$ cat config.mk
export PLATFORM = sky130hd
export DESIGN_NAME = ring_buffer_deque_core
export DESIGN_NICKNAME = d
export VERILOG_FILES = /design/src/hw/rtl/rbd_pkg.sv /design/src/hw/rtl/rbd_ctrl.sv /design/src/hw/rtl/rbd_datapath.sv /design/src/hw/rtl/ring_buffer_deque_core.sv
export VERILOG_INCLUDE_DIRS = /design/src /design/src/hw/rtl
export SDC_FILE = /design/constraint.sdc
export NUM_CORES = 1
export LEC_CHECK = 0
export ABC_AREA = 1
export BUFFER_PORTS_ARGS = -buffer_cell sky130_fd_sc_hd__buf_2
export CAP_MARGIN = 20
export CORE_ASPECT_RATIO = 0.6
export CORE_UTILIZATION = 56
export CTS_CLUSTER_DIAMETER = 200
export DETAILED_ROUTE_END_ITERATION = 10
export PLACE_DENSITY_LB_ADDON = 0.12
export SYNTH_ARGS = -nofsm -noshare
export SYNTH_HDL_FRONTEND = slang
export SYNTH_SLANG_ARGS = --single-unit
$ cat constraint.sdc
create_clock -name clk -period 3.7 [get_ports clk]
set_input_delay 0.185 -clock clk [delete_from_list [all_inputs] [get_ports clk]]
set_output_delay 0.185 -clock clk [all_outputs]
set_load 0.05 [all_outputs]
$ cat src/hw/rtl/ring_buffer_deque_core_defines.svh
// Assertion macros for the ring buffer deque top level.
`ifndef RING_BUFFER_DEQUE_CORE_DEFINES_SVH
`define RING_BUFFER_DEQUE_CORE_DEFINES_SVH

// Same-cycle implication, disabled during reset.
`define RBD_ASSERT_IMP(lbl, clk, rstn, ante, cons, msg) \
	lbl: assert property (@(posedge clk) disable iff (!(rstn)) (ante) |-> (cons)) \
		else $error(msg);

// Next-cycle implication, disabled during reset.
`define RBD_ASSERT_NXT(lbl, clk, rstn, ante, cons, msg) \
	lbl: assert property (@(posedge clk) disable iff (!(rstn)) (ante) |=> (cons)) \
		else $error(msg);

`endif

$ cat src/hw/rtl/rbd_pkg.sv
// Shared constants, codes and command type for the ring buffer deque.
package rbd_pkg;

	localparam int DEPTH      = 16;
	localparam int DATA_WIDTH = 32;
	localparam int PTR_W      = $clog2(DEPTH);
	localparam int CNT_W      = $clog2(DEPTH + 1);
	localparam int CAP_W      = 5;
	localparam logic [CAP_W-1:0] CAP_RESET = CAP_W'(16);

	typedef enum logic [2:0] {
		MODE_PUSH_BACK  = 3'd0,
		MODE_PUSH_FRONT = 3'd1,
		MODE_POP_BACK   = 3'd2,
		MODE_POP_FRONT  = 3'd3,
		MODE_PEEK_BACK  = 3'd4,
		MODE_PEEK_FRONT = 3'd5
	} mode_t;

	typedef enum logic [1:0] {
		ST_OK    = 2'd0,
		ST_FULL  = 2'd1,
		ST_EMPTY = 2'd2
	} status_t;

	typedef struct packed {
		logic load;
		logic exec;
	} rbd_cmd_t;

endpackage

$ cat src/hw/rtl/rbd_ctrl.sv
// Request sequencer: input acceptance, execute step and output valid.
module rbd_ctrl
	import rbd_pkg::*;
(
	input  logic     clk,
	input  logic     arst_n,
	input  logic     in_valid,
	output logic     in_ready,
	output logic     out_valid,
	input  logic     out_ready,
	output rbd_cmd_t cmd
);

	typedef enum logic {
		S_IDLE,
		S_EXEC
	} state_t;

	state_t state_q;
	logic   out_valid_q;

	assign in_ready  = (state_q == S_IDLE);
	assign out_valid = out_valid_q;
	assign cmd.load  = in_valid && (state_q == S_IDLE);
	assign cmd.exec  = (state_q == S_EXEC) && (!out_valid_q || out_ready);

	always_ff @(posedge clk or negedge arst_n) begin
		if (!arst_n) begin
			state_q     <= S_IDLE;
			out_valid_q <= 1'b0;
		end else begin
			unique case (state_q)
				S_IDLE: begin
					if (in_valid) state_q <= S_EXEC;
				end
				S_EXEC: begin
					if (cmd.exec) state_q <= S_IDLE;
				end
				default: state_q <= S_IDLE;
			endcase
			if (cmd.exec) out_valid_q <= 1'b1;
			else if (out_ready) out_valid_q <= 1'b0;
		end
	end

endmodule

$ cat src/hw/rtl/rbd_datapath.sv
// Slot store, head/tail pointers, fill count and result registers.
module rbd_datapath
	import rbd_pkg::*;
(
	input  logic                         clk,
	input  logic                         arst_n,
	input  rbd_cmd_t                     cmd,
	input  logic [2:0]                   mode,
	input  logic signed [DATA_WIDTH-1:0] data_in,
	input  logic                         capacity_wr_en,
	input  logic [CAP_W-1:0]             capacity_wr_data,
	output logic signed [DATA_WIDTH-1:0] data_out,
	output logic [1:0]                   status,
	output logic [CNT_W-1:0]             fill_level,
	output logic                         is_empty_flag,
	output logic                         is_full_flag
);

	logic [DATA_WIDTH-1:0] slot_q [DEPTH];
	logic [DATA_WIDTH-1:0] rd_data_q;
	logic [DATA_WIDTH-1:0] data_q;
	mode_t                 mode_q;
	logic [CAP_W-1:0]      cap_q;
	logic [PTR_W-1:0]      head_q, tail_q;
	logic [CNT_W-1:0]      fill_q;
	logic [DATA_WIDTH-1:0] dout_q;
	status_t               status_q;
	logic                  empty_q, full_q;

	logic [CNT_W-1:0]      cap_eff;
	logic [PTR_W-1:0]      head_d, tail_d, wr_ptr, rd_ptr;
	logic [CNT_W-1:0]      fill_d;
	status_t               status_d;
	logic [DATA_WIDTH-1:0] dout_d;
	logic                  wr_en;
	mode_t                 mode_in;

	function automatic logic [PTR_W-1:0] wrap_inc(logic [PTR_W-1:0] p, logic [CNT_W-1:0] cap);
		logic [CNT_W-1:0] nxt;
		nxt = CNT_W'(p) + CNT_W'(1);
		return (nxt >= cap) ? '0 : nxt[PTR_W-1:0];
	endfunction

	function automatic logic [PTR_W-1:0] wrap_dec(logic [PTR_W-1:0] p, logic [CNT_W-1:0] cap);
		logic [CNT_W-1:0] last;
		last = cap - CNT_W'(1);
		return (p == '0 || CNT_W'(p) > cap) ? last[PTR_W-1:0] : p - PTR_W'(1);
	endfunction

	assign mode_in = mode_t'(mode);
	assign rd_ptr  = (mode_in == MODE_POP_BACK || mode_in == MODE_PEEK_BACK) ? tail_q : head_q;

	always_comb begin
		if (cap_q == '0) cap_eff = CNT_W'(1);
		else if (CNT_W'(cap_q) > CNT_W'(DEPTH)) cap_eff = CNT_W'(DEPTH);
		else cap_eff = CNT_W'(cap_q);
	end

	always_comb begin
		head_d   = head_q;
		tail_d   = tail_q;
		fill_d   = fill_q;
		status_d = ST_OK;
		dout_d   = '0;
		wr_en    = 1'b0;
		wr_ptr   = tail_q;
		case (mode_q) inside
			MODE_PUSH_BACK, MODE_PUSH_FRONT: begin
				if (fill_q >= cap_eff) begin
					status_d = ST_FULL;
				end else begin
					if (fill_q == '0) begin
						head_d = '0;
						tail_d = '0;
						wr_ptr = '0;
					end else if (mode_q == MODE_PUSH_BACK) begin
						tail_d = wrap_inc(tail_q, cap_eff);
						wr_ptr = tail_d;
					end else begin
						head_d = wrap_dec(head_q, cap_eff);
						wr_ptr = head_d;
					end
					wr_en  = 1'b1;
					fill_d = fill_q + CNT_W'(1);
				end
			end
			MODE_POP_BACK, MODE_POP_FRONT, MODE_PEEK_BACK, MODE_PEEK_FRONT: begin
				if (fill_q == '0) begin
					status_d = ST_EMPTY;
				end else begin
					dout_d = rd_data_q;
					if (mode_q == MODE_POP_BACK || mode_q == MODE_POP_FRONT) begin
						if (fill_q == CNT_W'(1)) begin
							head_d = '0;
							tail_d = '0;
						end else if (mode_q == MODE_POP_BACK) begin
							tail_d = wrap_dec(tail_q, cap_eff);
						end else begin
							head_d = wrap_inc(head_q, cap_eff);
						end
						fill_d = fill_q - CNT_W'(1);
					end
				end
			end
			default: ;
		endcase
	end

	// Slot store: read on input transfer, written on execute.
	always_ff @(posedge clk) begin
		if (cmd.load) begin
			rd_data_q <= slot_q[rd_ptr];
			mode_q    <= mode_in;
			data_q    <= data_in;
		end
		if (cmd.exec && wr_en) slot_q[wr_ptr] <= data_q;
		if (cmd.exec) begin
			dout_q <= dout_d;
		end
	end

	always_ff @(posedge clk or negedge arst_n) begin
		if (!arst_n) begin
			cap_q    <= CAP_RESET;
			head_q   <= '0;
			tail_q   <= '0;
			fill_q   <= '0;
			status_q <= ST_OK;
			empty_q  <= 1'b1;
			full_q   <= 1'b0;
		end else begin
			if (capacity_wr_en) cap_q <= capacity_wr_data;
			if (cmd.exec) begin
				head_q   <= head_d;
				tail_q   <= tail_d;
				fill_q   <= fill_d;
				status_q <= status_d;
				empty_q  <= (fill_d == '0);
				full_q   <= (fill_d >= cap_eff);
			end
		end
	end

	assign data_out      = dout_q;
	assign status        = status_q;
	assign fill_level    = fill_q;
	assign is_empty_flag = empty_q;
	assign is_full_flag  = full_q;

endmodule

$ cat src/hw/rtl/ring_buffer_deque_core.sv
// Top level of the ring buffer deque.
// Double-ended queue over a 16-slot ring of 32-bit elements, of which the first
// "capacity" slots are used (0 acts as 1, above 16 acts as 16). One request is in
// flight at a time: the transfer edge reads the end slot the request addresses,
// and the execute edge updates pointers and fill count, writes the slot and loads
// the result into the output register, which presents it. A new request is not
// taken until the one before it has executed. The next request is taken while a
// result waits on out_ready; its update then waits until that result is transferred.
// Rejected pushes (full) and pops or peeks (empty) change nothing and flag status.
// No clearing pass after reset; the user must write capacity only when idle, which
// the block itself does not enforce.
`include "ring_buffer_deque_core_defines.svh"
module ring_buffer_deque_core
	import rbd_pkg::*;
(
	input  logic                         clk,
	input  logic                         arst_n,
	input  logic                         in_valid,
	output logic                         in_ready,
	input  logic [2:0]                   mode,
	input  logic signed [DATA_WIDTH-1:0] data_in,
	output logic                         out_valid,
	input  logic                         out_ready,
	output logic signed [DATA_WIDTH-1:0] data_out,
	output logic [1:0]                   status,
	output logic [CNT_W-1:0]             fill_level,
	output logic                         is_empty_flag,
	output logic                         is_full_flag,
	input  logic                         capacity_wr_en,
	input  logic [CAP_W-1:0]             capacity_wr_data
);

	rbd_cmd_t cmd;

	rbd_ctrl u_ctrl (
		.clk       (clk),
		.arst_n    (arst_n),
		.in_valid  (in_valid),
		.in_ready  (in_ready),
		.out_valid (out_valid),
		.out_ready (out_ready),
		.cmd       (cmd)
	);

	rbd_datapath u_dp (
		.clk              (clk),
		.arst_n           (arst_n),
		.cmd              (cmd),
		.mode             (mode),
		.data_in          (data_in),
		.capacity_wr_en   (capacity_wr_en),
		.capacity_wr_data (capacity_wr_data),
		.data_out         (data_out),
		.status           (status),
		.fill_level       (fill_level),
		.is_empty_flag    (is_empty_flag),
		.is_full_flag     (is_full_flag)
	);

	`RBD_ASSERT_NXT(a_one_in_flight, clk, arst_n, in_valid && in_ready, !in_ready, "second transfer while busy")
	`RBD_ASSERT_IMP(a_fill_bound, clk, arst_n, out_valid, fill_level <= CNT_W'(DEPTH), "fill level above depth")
	`RBD_ASSERT_IMP(a_empty_flag, clk, arst_n, out_valid, is_empty_flag == (fill_level == '0), "empty flag mismatch")
	`RBD_ASSERT_IMP(a_err_zero, clk, arst_n, out_valid && status != ST_OK, data_out == '0, "error result carries data")

endmodule

==> impl_metrics.py, run 1 <==
metrics = {
    "sta": {
        "rsz0062_at_grt": "false",
        "fmax_mhz": 286,
        "setup_viol": 0,
        "post-route-period-util_pct": 94.4,
        "skew_ps": 24.9,
        "slew_headroom_pct": 27.1,
        "setup_slack_ps": 207,
        "finalHoldViolations": 0,
        "period_minus_slack_ps": 3490,
        "tightest_slew_ps": 1090,
        "drv_slew": 0,
        "hold_ws_ps": 167,
    },
    "clock_tree": {
        "root_buffer": "clkbuf_16",
        "h-tree-depth": 2,
        "post_cts_buffers": 0,
        "cts_buffers": 57,
        "clk_latency_ps": 610,
        "cts_sinks": 635,
        "clock_path_buffers": 3,
        "path_clk_slew_ps": 70,
        "cts_tree": "built",
    },
    "synthesis": {
        "synth_xor_xnor_area_share_pct": 0.392,
        "synth_cell_types": 38,
        "syn_area_um2": 26800,
        "ys_ff_latch": 635,
        "synth_area_per_cell_um2": 12.0,
        "synth_top_family_by_area": "simple AND/OR/NAND/NOR gates",
        "yosys_warnings": 0,
        "synth_compound_area_share_pct": 7.59,
        "synth.area.mux_share_pct": 0.0839,
        "yosysSeqAreaShare_pct": 70.6,
        "synthSimpleGateAreaFrac_pct": 13.0,
        "synth_nets": 2311,
        "async_flop_share_pct": 3.78,
        "syn_inst": 2228,
        "synth_fa_ha_area_share_pct": 1.77,
        "synth_ff_type": "edfxtp_1",
        "synth_edf_count": 611,
    },
    "detailed_routing": {
        "wl_per_cell_um": 21.0,
        "vias_per_cell": 5.64,
        "ant_nets": 0,
        "firstDrtPassIters": 6,
        "post-route-drc-count": 0,
        "drt-total-wl_um": 63900,
        "num_vias": 17100,
        "drtIter0Drc": 1797,
    },
    "critical_path": {
        "critical_path_class": "flop to flop",
        "worst_setup_path_start_kind": "flop",
        "r2r-start": "u_dp.cap_q[4]",
        "critical_path_required_ps": 3980,
        "r2r_cells": 14,
        "crit_arrival_ps": 3770,
        "r2r_slack_ps": 210,
        "r2r_end": "u_dp.slot_q[11][8]",
        "cp_max_fo": 32,
        "worstSetupEndpointType": "flop",
    },
    "floorplanning": {
        "die_w_um": 285,
        "core_area_um2": 46800,
        "dieHeight_um": 172,
        "io_pins": 88,
        "die-area_um2": 48800,
        "rows": 61,
        "start_util_pct": 57.4,
    },
    "power_and_ir_drop": {
        "worst_ir_drop_vdd_uv": 549,
        "power_density_nw_per_um2": 740,
        "power.total_mw": 22.8,
        "p_leak_nw": 11.8,
    },
    "job": {
        "drv_cap": 0,
    },
    "global_routing": {
        "grt_use_total_pct": 26.6,
        "grt_max_degree": 129,
        "overflow": 0,
        "grt_pass1_vias": 16100,
        "grt_first_pass_wirelength_um": 97400,
        "antenna_found_initial": 1,
    },
    "worst_hold_path": {
        "hp-class": "input port to asynchronous set/reset pin",
    },
    "final_layout": {
        "fin_cells": 3042,
        "layout_common_cells": "611 x edfxtp_1, 492 x nand2_1, 304 x inv_1",
        "final_common_cell": "edfxtp_1",
        "antenna_cells": 0,
        "area_growth_pct": 15.1,
        "final_area_um2": 30900,
        "fin_nets": 2447,
        "drive_gt1_share_pct": 11.9,
    },
    "placement": {
        "dp_slack_ps": 184,
        "placed_area_um2": 28300,
        "io_buffers": 87,
        "placed_cells": 2883,
        "place_congestion": 0.916,
        "dp_hpwl_um": 37500,
    },
    "run_status": {
        "outcome": "complete, no violations",
    },
}
-- kinds of logic (layout without fill, tap and decap cells) --
logic type      after synthesis  after routing
xor+xnor                     12             12
simple gates                829            829
flops                       635            635
fa+ha+maj                    38             38
buf+inv                     422            606
mux                           2              2
compound gates              290            290
-- cell usage after synthesis, types with 3 or more instances --
cell type	count	area share [%]
nor2_2	4	0.093
buf_1	9	0.13
nand4_1	9	0.21
a21oi_1	25	0.47
o21ai_0	27	0.50
clkbuf_1	11	0.15
buf_6	3	0.13
buf_4	17	0.48
buf_2	69	1.3
nand2_1	495	6.9
nand3_1	224	4.2
xor2_1	11	0.36
nor3_1	5	0.093
dfrtp_1	22	2.1
o211ai_1	224	6.3
nor2_1	81	1.1
ha_1	38	1.8
inv_2	5	0.070
edfxtp_1	611	68
o21ai_1	4	0.075
o21a_1	4	0.11
inv_1	307	4.3
-- critical path, stage by stage (launching register included) --
cell and delay (ps):
dfstp_2 570, inv_1 140, nand2_1 220, buf_4 180, ha_1 240, nand2_1 80
inv_1 50, a21oi_1 280, nand4_1 190, a21oi_1 230, nand2_1 70, o21ai_0 150
nand2_1 310, nor2_4 190, buf_12 270
-- layer usage --
layer / track usage, % / routed length, um / up-vias
met5: 0 / 0 / -
met4: 5.12 / 949 / 0
met3: 3.97 / 4930 / 75
met2: 40.5 / 27900 / 675
met1: 41.2 / 30100 / 8319
li1: - / - / 8077
-- layout make-up --
cell class	count	area, um2
timing repair buffer	187	1660
clock inverter	47	544
inverter	312	1170
tap	630	788
clock buffer	60	1440
fill	3367	15900
sequential	635	19000
multi-input combinational	1171	6330
-- worst max-delay path by stage --
stage | startpoint | endpoint | slack, ps | cells past startpoint
after detailed placement | u_dp.cap_q[1] | u_dp.slot_q[12][29] | 180 | 18
after global placement | u_dp.cap_q[1] | u_dp.slot_q[12][26] | 270 | 18
after global routing | u_dp.cap_q[4] | u_dp.slot_q[5][31] | 10 | 15
after floorplan | u_dp.cap_q[1] | u_dp.slot_q[12][0] | -320 | 17
after CTS | u_dp.cap_q[1] | u_dp.slot_q[12][26] | 160 | 18
final | u_dp.cap_q[4] | u_dp.slot_q[11][8] | 210 | 14
-- metrics by stage --
stage / utilization [%] / setup TNS, ps
2_1_floorplan: - / -80700
3_3_place_gp: 60.6 / 0
3_5_place_dp: 60.6 / 0
4_1_cts: 65.9 / 0
5_1_grt: 66.0 / 0
6_report: 66.0 / 0
-- what timing repair did --
item,CTS,global route
hold buffers,51,0
hold endpoints to repair,64,0
gates resized for setup,0,7
setup endpoints to repair,0,513
-- where the power goes --
part | leakage, nW | total [mW] | internal (mW) | switching [mW]
clock network | 0.965 | 6.26 | 3.56 | 2.70
registers | 5.84 | 9.43 | 8.85 | 0.580
logic | 4.99 | 7.16 | 2.04 | 5.13
-- flip-flops by register name, indices dropped and copies added (netlist names) --
signal,flops
u_dp.data_q,32
u_dp.cap_q,5
u_dp.tail_q,4
u_dp.mode_q,3
u_ctrl.state_q,1
u_dp.is_empty_flag,1
u_dp.fill_level,5
u_dp.data_out,32
u_dp.slot_q,512
u_dp.rd_data_q,32
u_ctrl.out_valid,1
u_dp.is_full_flag,1
u_dp.status,2
u_dp.head_q,4
Note: power is estimated with default switching activity, not from simulation.
==> run 2, diff against run 1 <==
--- a/config.mk
+++ b/config.mk
@@ -6,7 +6,6 @@
 export SDC_FILE = /design/constraint.sdc
 export NUM_CORES = 1
 export LEC_CHECK = 0
-export ABC_AREA = 1
 export BUFFER_PORTS_ARGS = -buffer_cell sky130_fd_sc_hd__buf_2
 export CAP_MARGIN = 20
 export CORE_ASPECT_RATIO = 0.6
==> run 2 against run 1 <==
  * First-iteration DRC count grew 14%
  * Design area grew 5.1%
  * Clock power shrank 8.3%
  * Flip-flop and latch count is the same
  * Critical path type unchanged
  * Via count grew 6.3%
  * Synthesized cell count shrank 9.7%
  * Sequential share of layout area shrank 3.0 points
  * Register-to-register slack lost 160 ps
  * Setup slack lost 160 ps
  * Synthesized area grew 5.0%
  * Routed wire length grew 17%
  * Final cell count shrank 7.0%
==> impl_metrics.py, run 2 <==
metrics = {
    "global_routing": {
        "grt_max_degree": 133,
        "grt_pass1_vias": 17100,
        "overflow": 0,
        "grt_use_total_pct": 29.2,
        "antenna_found_initial": 0,
        "grt_first_pass_wirelength_um": 112000,
    },
    "clock_tree": {
        "path_clk_slew_ps": 70,
        "h-tree-depth": 2,
        "cts_tree": "built",
        "cts_buffers": 56,
        "clk_latency_ps": 610,
        "clock_path_buffers": 3,
        "root_buffer": "clkbuf_16",
        "cts_sinks": 635,
    },
    "critical_path": {
        "critical_path_class": "flop to flop",
        "worstSetupEndpointType": "flop",
        "worst_setup_path_start_kind": "flop",
        "crit_arrival_ps": 3960,
        "critical_path_required_ps": 4010,
        "cp_max_fo": 18,
    },
    "final_layout": {
        "largest_register_ffs": 512,
        "drive_gt1_share_pct": 16.6,
        "antenna_cells": 0,
        "fin_nets": 2220,
        "layout_common_cells": "611 x edfxtp_1, 154 x nand2_1, 134 x o211ai_1",
        "fin_cells": 2829,
        "final_common_cell": "edfxtp_1",
        "regArea_um2": 19000,
        "multi_input_area_um2": 8620,
        "fill_cells": 3494,
        "area_growth_pct": 15.2,
        "top_register": "u_dp.slot_q",
        "fin_util_pct": 65.6,
        "final_area_um2": 32500,
    },
    "detailed_routing": {
        "num_vias": 18200,
        "wl_per_cell_um": 26.4,
        "drtIter0Drc": 2046,
        "vias_per_cell": 6.45,
        "firstDrtPassIters": 5,
        "drt-total-wl_um": 74700,
        "post-route-drc-count": 0,
        "ant_nets": 0,
    },
    "placement": {
        "place_congestion": 0.884,
        "placed_cells": 2678,
        "io_buffers": 87,
        "dp_hpwl_um": 44500,
        "dp_slack_ps": 112,
        "placed_area_um2": 30100,
    },
    "floorplanning": {
        "rows": 63,
        "io_pins": 88,
        "dieHeight_um": 176,
        "core_area_um2": 49500,
        "start_util_pct": 56.9,
        "die-area_um2": 51300,
        "die_w_um": 292,
    },
    "sta": {
        "setup_slack_ps": 50.5,
        "slew_headroom_pct": 30.5,
        "period_minus_slack_ps": 3650,
        "post-route-period-util_pct": 98.6,
        "fmax_mhz": 274,
        "skew_ps": 35.9,
        "setup_tns_ps": 0,
        "finalHoldViolations": 0,
        "tightest_slew_ps": 1030,
        "drv_slew": 0,
        "setup_viol": 0,
    },
    "worst_hold_path": {
        "hp-class": "input port to asynchronous set/reset pin",
    },
    "synthesis": {
        "async_flop_share_pct": 3.78,
        "yosys-top-cells-count": "611 x edfxtp_1, 155 x nand2_1, 134 x o211ai_1, 118 x clkbuf_1, 102 x mux2i_1",
        "synth_fa_ha_area_share_pct": 1.69,
        "yosysSeqAreaShare_pct": 67.2,
        "syn_area_um2": 28200,
        "yosys-top-cells-area": "edfxtp_1 65%, mux2i_1 3.6%, o211ai_1 3.6%",
        "synth_area_per_cell_um2": 14.0,
        "synth_cell_types": 70,
        "synth_xor_xnor_area_share_pct": 0.404,
        "synth.most_common_cell": "edfxtp_1",
        "ys_ff_latch": 635,
        "yosys.area.top_type_share_pct": 65.1,
        "synth_top_family_by_area": "compound AO/OA/AOI/OAI gates",
        "yosys_warnings": 0,
        "synth.area.mux_share_pct": 6.34,
        "synth_compound_area_share_pct": 13.6,
        "syn_inst": 2011,
        "synth_edf_count": 611,
        "synth_top_cell_by_area": "edfxtp_1",
        "synth_ff_type": "edfxtp_1",
        "synthSimpleGateAreaFrac_pct": 7.11,
        "synth_nets": 2094,
    },
    "power_and_ir_drop": {
        "p_leak_nw": 11.1,
        "power_density_nw_per_um2": 745,
        "worst_ir_drop_vdd_uv": 468,
    },
    "run_status": {
        "outcome": "complete, no violations",
    },
    "job": {
        "drv_cap": 0,
    },
}
run 2: cell types whose count changed in the layout (fill, tap and decap cells not counted), moves of 67 or more:
cell	previous run	this run
nand2b_1	0	67
nand3_1	224	5
mux2i_1	0	101
a211oi_1	0	67
o211ai_1	224	134
nand2_1	492	154
inv_1	304	81
run 2: where the power goes:
part	switching, mW	internal [mW]	leakage [nW]
combinational	5.80	3.10	4.40
sequential	0.647	8.91	5.83
clock	2.55	3.18	0.865
run 2: per-layer routing:
layer	share of wire, %	GRT usage, %	wire length, um	up-vias
met4	1.9	6.01	1430	0
met2	43	42.3	32100	861
met5	0	0	0	-
met3	8.6	4.48	6390	100
li1	-	-	-	8096
met1	47	46.6	34800	9177
run 2: stage by stage:
stage	total power [mW]	hold WS, ps
floorplan	15.3	-111
global placement	18.3	253
detailed placement	18.4	259
CTS	24.1	143
global route	25.2	182
finish	24.2	148
run 2: final cells by class:
cell class | instances | area share [%]
Clock buffer | 75 | 4.72
Timing Repair Buffer | 223 | 6.10
Clock inverter | 25 | 0.736
Inverter | 85 | 0.994
Multi-Input combinational cell | 1136 | 26.6
Tap cell | 650 | 2.50
Sequential cell | 635 | 58.4
run 2: cell families (layout without fill, tap and decap cells):
| family | after synthesis | after routing |
|---|---|---|
| fa+ha+maj | 38 | 38 |
| xor+xnor | 13 | 13 |
| compound gates | 537 | 537 |
| mux | 170 | 170 |
| flops | 635 | 635 |
| buf+inv | 240 | 408 |
| simple gates | 378 | 378 |
run 2: what timing repair did:
action                                  CTS  global route
gates resized for setup                   0             6
hold endpoints to repair                 63             0
hold buffers                             48             0
buffers inserted                          0             2
endpoints found under the setup margin    0           482
run 2: final timing paths:
| check | start | to | slack (ps) | cells past startpoint |
|---|---|---|---|---|
| max in group asynchronous | arst_n | u_dp.tail_q[0] | 2970 | 2 |
| max | u_dp.tail_q[0] | u_dp.slot_q[6][26] | 50 | 11 |
| min in group clk | data_in[20] | u_dp.data_q[20] | 280 | 2 |
| min | arst_n | u_dp.status[1] | 150 | 2 |
| max reg2reg | u_dp.tail_q[0] | u_dp.slot_q[6][26] | 50 | 11 |
| min reg2reg | u_dp.status[0] | u_dp.status[0] | 490 | 2 |
run 2: worst max-delay path: stages (launching register included):
cell,delay [ps]
dfrtp_4,410
buf_4,150
clkinvlp_4,230
ha_4,330
ha_4,260
a31oi_2,120
o211ai_1,430
nor2_2,120
buf_4,170
a22o_2,370
nor4_4,520
buf_12,230
